**src/rtl/sscd_pkg.sv**
```systemverilog
`timescale 1ns / 1ps
// sscd_pkg: shared types, constants and helpers of the swept sphere contact time block
// depends on nothing; imported by every module of the block

package sscd_pkg;

   localparam int FRAC_BITS = 16;

   // gap value: floor root (32 bit) minus radius sum (32 bit)
   localparam int GAP_W = 34;
   // width used for gap differences and their differences
   localparam int CMP_W = 37;
   // width of divisor, bounded by twice the largest gap
   localparam int DEN_W = 34;

   localparam int SQ_STEPS     = 32;
   localparam int SQ_PER_STAGE = 2;
   localparam int SQ_STAGES    = SQ_STEPS / SQ_PER_STAGE;
   // product, saturate, square, sum, root stages, subtract
   localparam int GAP_LAT      = SQ_STAGES + 5;

   localparam int DIV_BITS      = 32;
   localparam int DIV_PER_STAGE = 2;
   localparam int DIV_STAGES    = DIV_BITS / DIV_PER_STAGE;

   localparam int PAY_DEPTH  = GAP_LAT + DIV_STAGES + 2;
   localparam int PIPE_DEPTH = 2 * GAP_LAT + DIV_STAGES + 2;

   localparam logic [31:0] NEVER_TIME = 32'h7FFF_FFFF;

   localparam logic [1:0] ST_OVERLAP = 2'd0;
   localparam logic [1:0] ST_CONTACT = 2'd1;
   localparam logic [1:0] ST_NONE    = 2'd2;

   localparam int CSR_IDX_W = 1;
   localparam logic [CSR_IDX_W-1:0] CSR_FRAME_TIME = 1'b0;
   localparam logic [CSR_IDX_W-1:0] CSR_EQUAL_TOL  = 1'b1;

   localparam logic [30:0] FRAME_RESET = 31'd1092;
   localparam logic [15:0] TOL_RESET   = 16'd1;

   typedef enum logic [1:0] {
      MODE_DONE   = 2'd0,
      MODE_LINEAR = 2'd1,
      MODE_VEE    = 2'd2
   } mode_type;

   typedef struct packed {
      logic signed [31:0] rel_pos_x;
      logic signed [31:0] rel_pos_y;
      logic signed [31:0] rel_pos_z;
      logic signed [31:0] rel_vel_x;
      logic signed [31:0] rel_vel_y;
      logic signed [31:0] rel_vel_z;
      logic [30:0]        radius_first;
      logic [30:0]        radius_second;
   } req_word_type;

   typedef struct packed {
      logic signed [31:0] contact_time;
      logic [1:0]         contact_status;
   } rsp_word_type;

   // result candidate that travels beside the divider and the check gap unit
   typedef struct packed {
      mode_type    mode;
      logic [31:0] ctime;
      logic [1:0]  status;
   } side_type;

   function automatic logic near_eq(input logic signed [CMP_W-1:0] a,
                                    input logic signed [CMP_W-1:0] b,
                                    input logic [15:0] tol);
      logic signed [CMP_W-1:0] d;
      logic [CMP_W-1:0] m;
      d = a - b;
      m = d[CMP_W-1] ? CMP_W'(-d) : CMP_W'(d);
      return m <= CMP_W'(tol);
   endfunction

endpackage

```
**src/rtl/sscd_div.sv**
```systemverilog
`timescale 1ns / 1ps
// sscd_div: pipelined restoring divider, 32-bit quotient, two quotient bits per stage
// depends on sscd_pkg; the caller keeps the upper dividend below the divisor

module sscd_div (
   input  logic                            clock,
   input  logic                            en,
   input  logic [62:0]                     dividend,
   input  logic [sscd_pkg::DEN_W-1:0]      divisor,
   output logic [31:0]                     quotient
);
   import sscd_pkg::*;

   logic [DEN_W-1:0] rem_ff [DIV_STAGES];
   logic [31:0]      acc_ff [DIV_STAGES];
   logic [DEN_W-1:0] den_ff [DIV_STAGES];

   for (genvar s = 0; s < DIV_STAGES; s++) begin : g_stage
      logic [DEN_W-1:0] rem_src;
      logic [31:0]      acc_src;
      logic [DEN_W-1:0] den_src;
      logic [DEN_W-1:0] rem_in;
      logic [31:0]      acc_in;

      if (s == 0) begin : g_first
         assign rem_src = DEN_W'(dividend[62:32]);
         assign acc_src = dividend[31:0];
         assign den_src = divisor;
      end else begin : g_next
         assign rem_src = rem_ff[s-1];
         assign acc_src = acc_ff[s-1];
         assign den_src = den_ff[s-1];
      end

      always_comb begin
         logic [DEN_W:0] trial;
         rem_in = rem_src;
         acc_in = acc_src;
         for (int j = 0; j < DIV_PER_STAGE; j++) begin
            trial  = {rem_in, acc_in[31]};
            acc_in = {acc_in[30:0], 1'b0};
            if (trial >= {1'b0, den_src}) begin
               trial     = trial - {1'b0, den_src};
               acc_in[0] = 1'b1;
            end
            rem_in = trial[DEN_W-1:0];
         end
      end

      always_ff @(posedge clock) begin
         if (en) begin
            rem_ff[s] <= rem_in;
            acc_ff[s] <= acc_in;
            den_ff[s] <= den_src;
         end
      end
   end

   assign quotient = acc_ff[DIV_STAGES-1];

endmodule

```
**config.mk**
```make
export PLATFORM = sky130hd
export DESIGN_NAME = sscd_div
export DESIGN_NICKNAME = d
export VERILOG_FILES = /design/src/rtl/sscd_pkg.sv /design/src/rtl/sscd_div.sv
export SDC_FILE = /design/constraint.sdc
export NUM_CORES = 2
export LEC_CHECK = 0
export BUFFER_PORTS_ARGS = -buffer_cell sky130_fd_sc_hd__buf_2
export CAP_MARGIN = 20
export CORE_ASPECT_RATIO = 1.25
export CORE_UTILIZATION = 50
export CTS_CLUSTER_SIZE = 16
export DETAILED_ROUTE_END_ITERATION = 8
export PLACE_DENSITY = 0.72
export SYNTH_ARGS = -nofsm -noshare
export SYNTH_HDL_FRONTEND = slang
export SYNTH_SLANG_ARGS = --single-unit
export TNS_END_PERCENT = 20
```
**constraint.sdc**
```tcl
create_clock -name clock -period 10.15 [get_ports clock]
set_input_delay 2.03 -clock clock [delete_from_list [all_inputs] [get_ports clock]]
set_output_delay 2.03 -clock clock [all_outputs]
set_load 0.02 [all_outputs]
```
==> flow_summary.toml <==
[status]
outcome = "finished, final reports clean"

[logic_synthesis]
netlist_area_um2 = 112000
synthArstFlopShare = 0
ys_seq_area_frac = 0.412
ys_warn_count = 0
ys_top_cells_by_count = "1532 x edfxtp_1, 1086 x ha_1, 1044 x a21oi_1"
yosysMostFrequentCell = "edfxtp_1"
synth_largest_area_cell = "edfxtp_1"
syn_nets = 12181
synth_edf_count = 1532
ys_top_cells_by_area = "edfxtp_1 41%, ha_1 12%, mux2_2 5.2%"
ys.flop_type = "edfxtp_1"
ys_seq_elements = 1532
yosysTopAreaCellShare = 0.412
synth_cells = 10965
syn_area_per_cell_um2 = 10.2
synth.distinct_cells = 109

[routing]
vias_per_cell = 6.02
drcViolationCount = 0
wl_per_cell_um = 24.0
route.vias.total = 85682
wl_um = 341000
ant_nets = 0
firstDrtPassIters = 7
drt_iter0_markers = 4643

[die]
die-area_um2 = 225000
std_cell_rows = 193
die_w_um = 425
core_um2 = 221000
initial_core_util = 0.504
pin_count = 131
die_y_um = 530

[timing]
fin_setup_tns_ns = 0
whs_ns = 0.403
fin_ws_ns = 1.33
setup_viol = 0
fin_crit_sh = 0.869
period_minus_slack_ns = 8.82
clock.fmax_mhz = 113
fin_skew_ns = 0.0674
max_slew_margin = 0.249
maxSlewViolCount = 0
rsz0062_at_grt = "no"
tightest_slew_ns = 1.11
hold_viol_final = 0

[placed_design]
dp_slack_ns = 1.11
gp_congestion = 1.02
port_buffers = 130
hpwlAfterDp_um = 276000

[setup_path]
worstPathRequired_ns = 10.75
critPathKind = "flop to flop"
slowest_delay_ns = 0.79
crit_fanout = 28
critPathArrivalTime_ns = 9.42
slowest_stage = "a21o_1"
worst_setup_path_start_kind = "flop"
cp-end-kind = "flop"

[final_layout]
multi_input_area_um2 = 61500
nNetsFinal = 12387
fill_cells = 19012
area_growth_pct = 9.12
drive_above_1_share = 0.103
seqCellArea_um2 = 46000

[min_path]
hp-class = "flop to flop"

[global_routing]
antenna_found_initial = 19
grt_util_all_layers = 0.295
grt_pass1_wl_um = 505000
grt_max_degree = 184
grt_pass1_vias = 88573
grt_remaining_overflow = 0

[cts]
cts_buffers = 178
cts_tree = "done"
insertion_delay_ns = 0.88
clock-sinks = 1532
clkTransAtPathRegs_ns = 0.06
cts_setup_buffers = 0
h-tree-depth = 4
clockBufferDepth = 4
holdBufCountCts = 0
cts_root_buf = "clkbuf_16"
post_cts_resized = 0

[job]
max_cap_viol_count = 0
metrics by stage:
stage / area, um^2 / util / std cells
2_1_floorplan: 112000 / - / 10965
3_3_place_gp: 116000 / 0.524 / 13911
3_5_place_dp: 116000 / 0.525 / 13915
4_1_cts: 122000 / 0.550 / 14227
5_1_grt: 122000 / 0.550 / 14229
6_report: 122000 / 0.550 / 14229
cells by family after synthesis:
family	count (synthesis)	synth area share
compound gates	3222	0.184
xor+xnor	855	0.0671
fa+ha+maj	1117	0.127
buf+inv	1084	0.0388
flops	1532	0.412
mux	624	0.0626
simple gates	2531	0.108
state kept, by name (all words and copies together), names as in the netlist:
register  cells
den_ff      510
rem_ff      510
acc_ff      512
area by class of cell:
type                    instances  area share
multi-input cells            8349       0.505
flip-flops and latches       1532       0.378
clock buffers                 208      0.0378
well taps                    2925      0.0300
inverters                     851      0.0262
repair buffers                259      0.0149
clock inverters               104     0.00869
diodes                          1   0.0000205
cells in the final DEF (no fill, tap or decap), types with 37 or more instances in the layout:
cell	Yosys	final
ha_1	1086	1086
a211oi_1	92	91
nor3_1	181	180
a211o_1	47	47
o31ai_1	74	73
or2_2	36	37
a21oi_1	1044	1043
a31oi_1	94	94
nor2_1	685	685
nand3_1	208	208
mux2_2	520	520
o21a_1	153	153
clkinv_1	1	42
nand4_1	125	125
o21ai_0	637	637
xnor2_1	588	588
inv_1	847	847
and2_1	51	51
or3_1	40	40
o21bai_1	151	151
xor2_1	266	266
and4_1	38	38
o31a_1	37	37
nand2_1	707	707
edfxtp_1	1532	1532
buf_4	34	110
nor2b_1	112	112
mux2i_1	66	65
nand2b_1	135	135
a21o_1	489	489
o211ai_1	59	59
and3_1	92	92
buf_2	69	132
clkbuf_16	0	180
worst max-delay path: cells and delay by family (launching register included):
kind	cells	cell delay, ns
AOI/OAI and AO/OA	16	5.11
adders and majority gates	2	0.66
buffers and inverters	4	0.92
DFF	1	0.44
muxes	2	0.75
and+or+nand+nor	3	0.58
path summary, 6_finish.rpt:
check	from	endpoint	slack [ns]	cells past startpoint
worst min-delay path	acc_ff[1][93]$_DFFE_PP_	acc_ff[1][127]$_DFFE_PP_	0.40	0
worst min register to register	acc_ff[1][93]$_DFFE_PP_	acc_ff[1][127]$_DFFE_PP_	0.40	0
worst max-delay path	den_ff[0][171]$_DFFE_PP_	rem_ff[0][206]$_DFFE_PP_	1.33	27
worst max register to register	den_ff[0][171]$_DFFE_PP_	rem_ff[0][206]$_DFFE_PP_	1.33	27
metal layers:
layer / part of all wire / global-route usage / up-vias
li1: - / - / 41229
met5: 0.000062 / 0 / -
met4: 0.12 / 0.299 / 4
met1: 0.30 / 0.232 / 41111
met2: 0.56 / 0.595 / 2140
met3: 0.028 / 0.0324 / 1198
Power is left out: the tool's default activity adds up to more than one toggle a clock period on the data nets, which glitch-free logic cannot reach.
